===== config.mk =====
export PLATFORM = sky130hd
export DESIGN_NAME = gqtl_tex_div
export DESIGN_NICKNAME = d
export VERILOG_FILES = /design/src/rtl/core/gqtl_pkg.sv /design/src/rtl/core/gqtl_tex_div.sv
export SDC_FILE = /design/constraint.sdc
export NUM_CORES = 1
export LEC_CHECK = 0
export ABC_AREA = 0
export BUFFER_PORTS_ARGS = -buffer_cell sky130_fd_sc_hd__buf_2
export CAP_MARGIN = 20
export CORE_MARGIN = 4
export CORE_UTILIZATION = 40
export CTS_BUF_LIST = sky130_fd_sc_hd__clkbuf_8
export CTS_CLUSTER_DIAMETER = 150
export DETAILED_ROUTE_END_ITERATION = 6
export PLACE_DENSITY = 0.68
export SETUP_SLACK_MARGIN = 0.5
export SYNTH_ARGS = -nofsm -noshare
export SYNTH_HDL_FRONTEND = slang
export SYNTH_SLANG_ARGS = --single-unit

===== constraint.sdc =====
create_clock -name clk -period 3.95 [get_ports clk]
set_input_delay 0.395 -clock clk [delete_from_list [all_inputs] [get_ports clk]]
set_output_delay 0.395 -clock clk [all_outputs]
set_load 0.02 [all_outputs]

===== src/rtl/core/gqtl_pkg.sv =====
// ============================================================================
// gqtl_pkg
// Types and constants shared by the glyph quad text layout modules.
// ============================================================================
`default_nettype none
package gqtl_pkg;

  localparam int GLYPH_SLOTS = 256;
  localparam int SLOT_BITS   = $clog2(GLYPH_SLOTS);
  localparam int POS_BITS    = 24;
  localparam int OUT_POS_BITS = 24;
  localparam int TEX_BITS    = 17;
  localparam int DIV_STEPS   = TEX_BITS;
  localparam logic [TEX_BITS-1:0] TEX_MAX = '1;
  localparam logic [15:0] PEN_Y_RESET = 16'd480;

  localparam logic [1:0] FUNC_LOAD  = 2'd0;
  localparam logic [1:0] FUNC_START = 2'd1;
  localparam logic [1:0] FUNC_CHAR  = 2'd2;

  localparam logic [1:0] REG_ATLAS_W  = 2'd0;
  localparam logic [1:0] REG_ATLAS_H  = 2'd1;
  localparam logic [1:0] REG_ORIGIN_X = 2'd2;
  localparam logic [1:0] REG_ORIGIN_Y = 2'd3;

  typedef struct packed {
    logic [15:0]        ax;
    logic [15:0]        ay;
    logic [15:0]        w;
    logic [15:0]        h;
    logic signed [15:0] ox;
    logic signed [15:0] oy;
    logic signed [15:0] adv;
  } glyph_rec_t;

endpackage
`default_nettype wire


===== src/rtl/core/gqtl_tex_div.sv =====
// ============================================================================
// gqtl_tex_div
// Restoring divider: texel * 65536 / size, one quotient bit per cycle,
// saturated to the 1.16 range.
// ============================================================================
`default_nettype none
module gqtl_tex_div
  import gqtl_pkg::*;
(
  input  wire logic                clk,
  input  wire logic                rst,
  input  wire logic                start,
  input  wire logic [TEX_BITS-1:0] texel,
  input  wire logic [15:0]         size,
  output logic                     done,
  output logic [TEX_BITS-1:0]      quot
);

  localparam int CNT_BITS = $clog2(DIV_STEPS + 1);

  logic                active;
  logic [CNT_BITS-1:0] cnt;
  logic                sat;
  logic [15:0]         divisor;
  logic [15:0]         rem;
  logic [TEX_BITS-1:0] bits;
  logic [TEX_BITS-1:0] q;
  logic [16:0]         trial;
  logic                fits;

  assign trial = {rem, bits[TEX_BITS-1]};
  assign fits  = trial >= {1'b0, divisor};
  assign quot  = sat ? TEX_MAX : q;

  always_ff @(posedge clk) begin
    if (rst) begin
      active <= 1'b0;
      cnt    <= '0;
      done   <= 1'b0;
    end else begin
      done <= 1'b0;
      if (start) begin
        active <= 1'b1;
        cnt    <= CNT_BITS'(DIV_STEPS);
      end else if (active) begin
        cnt <= cnt - 1'b1;
        if (cnt == CNT_BITS'(1)) begin
          active <= 1'b0;
          done   <= 1'b1;
        end
      end
    end
  end

  // quotient overflows 17 bits exactly when texel >= 2 * size (also size zero)
  always_ff @(posedge clk) begin
    if (start) begin
      sat     <= {1'b0, texel} >= {1'b0, size, 1'b0};
      divisor <= size;
      rem     <= texel[TEX_BITS-1:1];
      bits    <= {texel[0], {(TEX_BITS-1){1'b0}}};
      q       <= '0;
    end else if (active) begin
      rem  <= fits ? 16'(trial - {1'b0, divisor}) : trial[15:0];
      bits <= {bits[TEX_BITS-2:0], 1'b0};
      q    <= {q[TEX_BITS-2:0], fits};
    end
  end

endmodule
`default_nettype wire

# Yosys cells after proc, flatten, opt, wreduce, memory -nomap -nowiden
# Index checks and enable logic that the tools add are counted.
# classes
magnitude_cmp	2
n_bitwise	1
n_mux	12
reduce_logical	3
addsub	2
eq_ne	1
# op_table
op	count
$mux W17	3
$mux W16	3
$ge A17 B16 Y1	1
$ge A17 B17 Y1	1
$sub A16 B16 Y16	1
$mux W5	2
$eq A5 B1 Y1 const B	1
$sub A5 B1 Y5 const B	1
$mux W1	4
$reduce_or A3 Y1	1
$reduce_bool A2 Y1	1
$reduce_or A2 Y1	1
$not A1 Y1	1
# word_totals
output_inout_bits	18
in_bits	36
ff_bits	58

# Longest topological paths before layout
# Gate-level depths: netlist of the first run.
# depth
word_depth	4
depth_mapped	10
depth_no_buf	10

# Worst setup path after synthesis of the first run
# Ideal clock, no wire load.
# synth_timing
path_type	flip-flop to flip-flop
start	register rem[5]
end	register rem[7], data pin
path_stages_with_launch	10
synth_period_minus_slack_ns	2.758
slack_ns	1.192
setup_ns	0.260
arrival_time_ns	2.498
path_cell_list	edfxtp_1 ha_1 buf_6 a211o_1 a211oi_2 o21ai_1 a221o_1 buf_6 mux2_4 mux2_2
# synth_between
elab_chain_len	4
word_cells_on_any_way	5
classes_between	add/sub: 1; order compare: 1; mux: 3
# synth_lines
item	line	text
from (decl)	gqtl_tex_div.sv:25	logic [15:0] rem;
from (signal assigned)	gqtl_tex_div.sv:60	rem <= texel[TEX_BITS-1:1];
from (signal assigned)	gqtl_tex_div.sv:64	rem <= fits ? 16'(trial - {1'b0, divisor}) : trial[15:0];
$sub A16 B16 Y16 or $ge A17 B16 Y1 (tied branches)	gqtl_tex_div.sv:64, gqtl_tex_div.sv:32	
$mux W16 *	gqtl_tex_div.sv:64	
$mux W16 *	gqtl_tex_div.sv:63	end else if (active) begin
$mux W16 *	gqtl_tex_div.sv:57	if (start) begin
# Every way passes the cells marked *; elsewhere a longest branch is shown, timed or not. The select of a mux whose other input is x is not followed.
# A chain may end at the register's enable or synchronous reset.

# Worst setup path after layout of the first run
# layout_timing
start	register rem[5]
end	register rem[14], data pin
# The elaborated chain is that of the path after synthesis.

==> summary.md, run 1 <==
| Metric | Value |
|---|---|
| TritonCTS buffer count | `9` |
| Number of violations reported at the end of detailed-routing iteration 0 | `131` |
| Antenna fix cells | `0` |
| RSZ-0062 raised after global routing | `false` |
| Sink count of the clock tree | `58` |
| Maximum resistive drop on vdd | `0.273 mV` |
| Initial antenna violation count | `1` |
| Cell count of the worst reg-to-reg path | `8` |
| Post-route antenna net violation count | `0` |
| Grt ovf | `0` |
| Insertion delay of the later-clocked pin in the worst-skew pair | `0.34 ns` |
| Endpoint class of the critical path | `flop` |
| Sum of negative setup slack | `0 ns` |
| Vias in the first global route | `2926` |
| Post-synth net total | `449` |
| Number of design rule violations left after detail routing | `0` |
| Hold path cells | `1` |
| Pin count of the biggest net entering global routing | `34` |
| TritonCTS clock tree | `done` |
| Number of primary I/O pins | `54` |
| Layout cell share with drive strength beyond 1 | `23.7%` |
| Die Span Y | `104 um` |
| Type of element launching the critical path | `flop` |
| DRT Pass-1 Iters | `4` |
| Number of buffers between clock root and the deepest sink | `2` |
| Count of endpoints failing setup in the final report | `0` |
| Mapped Avg Cell Area | `9.85 um2` |
| Aggregate routed wire length | `8250 um` |
| Top cell type by total area after synthesis | `sky130_fd_sc_hd__edfxtp_1` |
| Number of violations of the max-capacitance limit | `0` |
| Placed Instance Area | `0.00409 mm2` |
| Number of nets in the layout | `504` |
| Global routing met1 resource utilization | `19.6%` |
| Prevailing post-synth register cell | `sky130_fd_sc_hd__edfxtp_1` |
| Standard cell core area | `0.00889 mm2` |
| Final-report hold violation count | `0` |
| Transition time at the pin with the least slew margin | `0.662 ns` |
| Via density per instance | `5.35` |
| Die boundary width | `104 um` |
| Leak pwr | `1.97 nW` |
| Post-synth ARST share | `0%` |
| Number of synthesis warnings | `0` |
| Worst-path maximum fanout | `7` |
| Top cell type's share of synthesized area | `27.4%` |
| Minimum clock period after layout | `2.97 ns` |
| HPWL after detailed placement | `6200 um` |
| Area of the die | `0.0109 mm2` |
| Via count | `2923` |
| Final critical-path share of the clock period | `75.1%` |
| CP required | `4.04 ns` |
| Hold bufs inserted after CTS | `0` |
| Final instance count without filler cells | `546` |
| Cell area after layout | `0.00431 mm2` |
| Final routed wire length divided by cell count | `15.1 um` |
| Type of the setup path with the least slack | `flop to flop` |
| Wire length of the first global-routing pass | `13900 um` |
| Layout Area Growth over Synthesis | `15.9%` |
| Effective utilization at floorplan | `41.9%` |
| H-tree level count | `3` |
| Post-synthesis sequential element count | `58` |
| Routing usage on met3 | `3.79%` |
| Number of synthesized flops with an enable pin | `34` |
| Dpl cells | `530` |
| Clock transition at the registers of the reported paths | `0.07 ns` |
| Clock Tree Root | `sky130_fd_sc_hd__clkbuf_8` |
| Arr. time, crit path | `3.06 ns` |
| Overall fraction of global-route tracks in use | `15.5%` |
| Register area share after synthesis | `40.3%` |
| Total number of placement rows | `34` |
| Top cells by area, synth | `sky130_fd_sc_hd__edfxtp_1, sky130_fd_sc_hd__dfxtp_1, sky130_fd_sc_hd__ha_1` |
| Worst-case headroom to the max-slew limit | `55.8%` |
| Worst min path class | `input port to flop` |
| Most utilized layer in the global route result | `met2` |
| Syn Std Cell Area | `0.00372 mm2` |
| Areal power density over the cells | `534 mW/mm2` |
| Post_cts resized | `0` |
| Max Freq | `0.337 GHz` |
| Final Max Slew Viols | `0` |
| Worst setup skew after layout | `0.00636 ns` |
| Result of the run | `completed` |
| Synthesized instance count | `378` |
| Weighted congestion reported at the end of routability-driven placement | `0.941` |
| Number of distinct library cell variants in the gate-level netlist after synthesis | `47` |
| Count of buffers added by post-CTS timing repair for setup | `0` |
| M2 GR Usage | `25.3%` |
| Count of buffers inserted at the top-level ports | `53` |
-- final timing paths --
kind | from | endpoint | slack [ns]
max reg2reg | rem[5] | rem[14] | 0.98
min | size[14] | divisor[14] | 0.24
min reg2reg | q[16] | q[16] | 0.49
max | rem[5] | rem[14] | 0.98
-- state kept, by name, indices dropped and copies added, names as in the netlist --
name,flops
sat,1
bits,1
divisor,16
cnt,5
done,1
q,17
rem,16
active,1
-- cell usage in the layout, fill, tap and decap left out, types with 9 or more instances in the layout --
cell type                  Yosys  final
sky130_fd_sc_hd__edfxtp_1     34     34
sky130_fd_sc_hd__a21oi_1      23     23
sky130_fd_sc_hd__inv_1        39     39
sky130_fd_sc_hd__nand2_1      13     13
sky130_fd_sc_hd__clkbuf_8      0     10
sky130_fd_sc_hd__ha_1         34     34
sky130_fd_sc_hd__nor2_1       35     35
sky130_fd_sc_hd__o21ai_0       9      9
sky130_fd_sc_hd__a21o_1        9      9
sky130_fd_sc_hd__dfxtp_1      24     24
sky130_fd_sc_hd__mux2i_1      20     20
sky130_fd_sc_hd__xnor2_1       9      9
sky130_fd_sc_hd__buf_2         0     53
sky130_fd_sc_hd__or2_2        18     18
-- metrics by stage --
| stage | power (mW) | setup slack, ns | utilization [%] | hold WS [ns] |
|---|---|---|---|---|
| 2_1_floorplan | 1.48 | 1.19 | - | 0.452 |
| 3_3_place_gp | 1.66 | 1.05 | 46.0 | 0.468 |
| 3_5_place_dp | 1.68 | 1.01 | 46.0 | 0.480 |
| 4_1_cts | 2.32 | 0.998 | 48.5 | 0.222 |
| 5_1_grt | 2.45 | 0.861 | 48.5 | 0.219 |
| 6_report | 2.31 | 0.983 | 48.5 | 0.242 |
-- power by group --
part           internal (mW)  switching [mW]  leakage [nW]  total [mW]
clock network          0.374           0.255         0.118       0.629
registers              0.733          0.0427         0.533       0.776
logic                  0.407           0.493          1.32       0.900
-- cells by family (layout without fill, tap and decap cells) --
family                   Yosys count  count (layout)  share of synthesized area (%)
AO/OA/AOI/OAI                     82              82                           15.6
AND/OR/NAND/NOR                  107             107                           14.8
multiplexers                      29              29                           8.20
XOR/XNOR                          15              15                           3.53
buffers and inverters             52             112                           5.65
adder cells (fa/ha/maj)           35              35                           12.0
flip-flops                        58              58                           40.3
-- area by class of cell --
cell class	count	area (um2)
fillers	821	4580
multi-input cells	268	2010
flip-flops and latches	58	1500
repair buffers	57	295
inverters	39	146
clock buffers	10	138
well taps	108	135
clock inverters	6	86.3
-- critical path, cell delays in order (launching register included) --
cell                       delay (ns)
sky130_fd_sc_hd__edfxtp_1        0.39
sky130_fd_sc_hd__ha_1            0.38
sky130_fd_sc_hd__a211o_1         0.35
sky130_fd_sc_hd__a211oi_2        0.18
sky130_fd_sc_hd__o21ai_1         0.14
sky130_fd_sc_hd__a221oi_2        0.56
sky130_fd_sc_hd__buf_4           0.26
sky130_fd_sc_hd__nor2_1          0.10
sky130_fd_sc_hd__a221o_1         0.36
-- cells in the mapped netlist (all sizes together), types with 2 or more instances --
master and count:
inv 39, nor2 35, edfxtp 34, ha 34, dfxtp 24, a21oi 23, mux2i 20, or2 18
nand2 13, o21ai 10, a21o 9, mux2 9, xnor2 9, buf 7, nor2b 7, a211oi 6
a221o 6, clkbuf 6, xor2 6, and2 5, nand3 5, nor3 5, o21a 5, o31ai 5
a2111oi 4, nor3b 4, a211o 3, and3 3, nand2b 3, nand4 3, or3 3, a31oi 2
nor4b 2, o211ai 2
-- metal layers --
metal | vias up | share of wire (%)
met5 | - | 0.16
met4 | 2 | 1.3
met3 | 8 | 4.8
met2 | 62 | 48
met1 | 1382 | 46
li1 | 1469 | -
(Power assumes the default switching activity.)
==> run 2: changes to the inputs <==
- PLACE_DENSITY: 0.68 -> 0.7
- clock period: 3.95 -> 2.5 ns (I/O delays scaled with it)
==> summary.md, run 2 (same netlist as run 1, synthesis figures left out) <==
| Metric | Value |
|---|---|
| HPWL after detailed placement | `6740 um` |
| Worst min path class | `input port to flop` |
| Worst-case headroom to the max-slew limit | `57.0%` |
| Final hold slack | `0.101 ns` |
| Number of violations reported at the end of detailed-routing iteration 0 | `174` |
| Final routed wire length divided by cell count | `15.1 um` |
| Arr. time, crit path | `2.69 ns` |
| Vias in the first global route | `3079` |
| Overall fraction of global-route tracks in use | `16.7%` |
| Aggregate routed wire length | `8930 um` |
| Grt ovf | `0` |
| Via count | `3070` |
| Leading cell types in the layout, fill and taps excluded | `sky130_fd_sc_hd__buf_2, sky130_fd_sc_hd__inv_1, sky130_fd_sc_hd__buf_4, sky130_fd_sc_hd__edfxtp_1, sky130_fd_sc_hd__ha_1` |
| Post-Place Worst Slack | `-0.138 ns` |
| Post-route antenna net violation count | `0` |
| Die Span Y | `104 um` |
| Number of nets in the layout | `550` |
| Endpoint class of the critical path | `flop` |
| Violated checks | `setup timing` |
| Layout cell share with drive strength beyond 1 | `35.1%` |
| Setup slack on the worst flop-to-flop path | `-0.10 ns` |
| Largest registers | `q x17, divisor x16, rem x16` |
| Leak pwr | `2.21 nW` |
| Count of endpoints failing setup in the final report | `9` |
| Wire length of the first global-routing pass | `14700 um` |
| Layout Area Growth over Synthesis | `28.8%` |
| Die boundary width | `104 um` |
| Final critical-path share of the clock period | `104%` |
| Number of violations of the max-capacitance limit | `0` |
| Type of the setup path with the least slack | `flop to flop` |
| Antenna fix cells | `0` |
| Worst stage delay on the critical path | `0.47 ns` |
| Hold bufs inserted after CTS | `0` |
| Largest register by flop count | `q` |
| Weighted congestion reported at the end of routability-driven placement | `0.867` |
| Worst-path maximum fanout | `7` |
| Number of buffers between clock root and the deepest sink | `2` |
| Crit path cell chain | `ha_4, a211o_1, a211oi_2, o21ai_2, a221o_2, mux2_4, mux2_2` |
| Pin count of the biggest net entering global routing | `29` |
| Standard cell core area | `0.00889 mm2` |
| TritonCTS clock tree | `done` |
| Worst setup slack after layout | `-0.104 ns` |
| Tot Pwr | `4.07 mW` |
| Slowest stage cell, crit path | `sky130_fd_sc_hd__a221o_2` |
| Final instance count without filler cells | `592` |
| Worst setup skew after layout | `0.00422 ns` |
| DRT Pass-1 Iters | `4` |
| CP required | `2.59 ns` |
| Result of the run | `finished, violations left` |
| Final-report hold violation count | `0` |
| Insertion delay of the later-clocked pin in the worst-skew pair | `0.34 ns` |
| TritonCTS buffer count | `9` |
| Via density per instance | `5.19` |
| Clock Tree Root | `sky130_fd_sc_hd__clkbuf_8` |
| Type of element launching the critical path | `flop` |
| Areal power density over the cells | `848 mW/mm2` |
| RSZ-0062 raised after global routing | `true` |
| Number of design rule violations left after detail routing | `0` |
| Most common library cell in the layout ignoring fill and taps | `sky130_fd_sc_hd__buf_2` |
| Maximum resistive drop on vdd | `0.416 mV` |
| Final Max Slew Viols | `0` |
| Sink count of the clock tree | `58` |
| Clock transition at the registers of the reported paths | `0.07 ns` |
| Transition time at the pin with the least slew margin | `0.628 ns` |
| Flip-flop count of the largest register after layout | `17` |
| Area of the die | `0.0109 mm2` |
| H-tree level count | `3` |
| Minimum clock period after layout | `2.60 ns` |
| Dpl cells | `562` |
| Count of buffers inserted at the top-level ports | `53` |
| Max Freq | `0.384 GHz` |
| Effective utilization at floorplan | `41.9%` |
| Number of primary I/O pins | `54` |
| Initial antenna violation count | `0` |
| Total number of placement rows | `34` |
-- run 2: power breakdown --
part | leakage, nW | switching (mW) | internal, mW
Combinational | 1.57 | 0.953 | 1.02
Clock | 0.107 | 0.380 | 0.480
Sequential | 0.533 | 0.0741 | 1.16
-- run 2: worst paths after layout --
kind / startpoint / to / depth (start not counted)
hold / removal: size[5] / divisor[5] / 1
setup reg to reg: rem[5] / rem[7] / 7
hold reg to reg: q[16] / q[16] / 2
setup / recovery: rem[5] / rem[7] / 7
-- run 2: timing repair --
item / CTS / global route
endpoints found under the setup margin: 17 / 17
buffers inserted: 8 / 6
cloned: 0 / 0
resized for setup: 19 / 22
pin swaps: 6 / 17
-- run 2: per-layer routing --
| metal | track usage [%] | vias up | routed length [um] |
|---|---|---|---|
| met2 | 27.4 | 62 | 4440 |
| met3 | 4.28 | 14 | 386 |
| met5 | 0 | - | 0 |
| met1 | 21.0 | 1437 | 3940 |
| met4 | 6.55 | 0 | 172 |
| li1 | - | 1557 | - |
-- run 2: through the flow --
| stage | setup TNS [ns] | cell area, um2 | util, % |
|---|---|---|---|
| floorplan | -1.25 | 3730 | - |
| global placement | -0.367 | 4330 | 48.7 |
| detailed placement | -0.622 | 4330 | 48.7 |
| CTS | -0.634 | 4660 | 52.4 |
| global route | -2.09 | 4800 | 53.9 |
| finish | -0.640 | 4800 | 53.9 |
-- run 2: cell type report --
type,instances,area (um2)
fillers,783,4100
multi-input cells,268,2130
flip-flops and latches,58,1500
repair buffers,103,686
inverters,39,146
clock buffers,10,138
well taps,108,135
clock inverters,6,57.6
-- run 2: critical path: cells and delay by family (launching register included) --
family,cells,cell delay [ns]
compound gates,4,1.08
fa+ha+maj,1,0.24
flops,1,0.44
mux,2,0.58
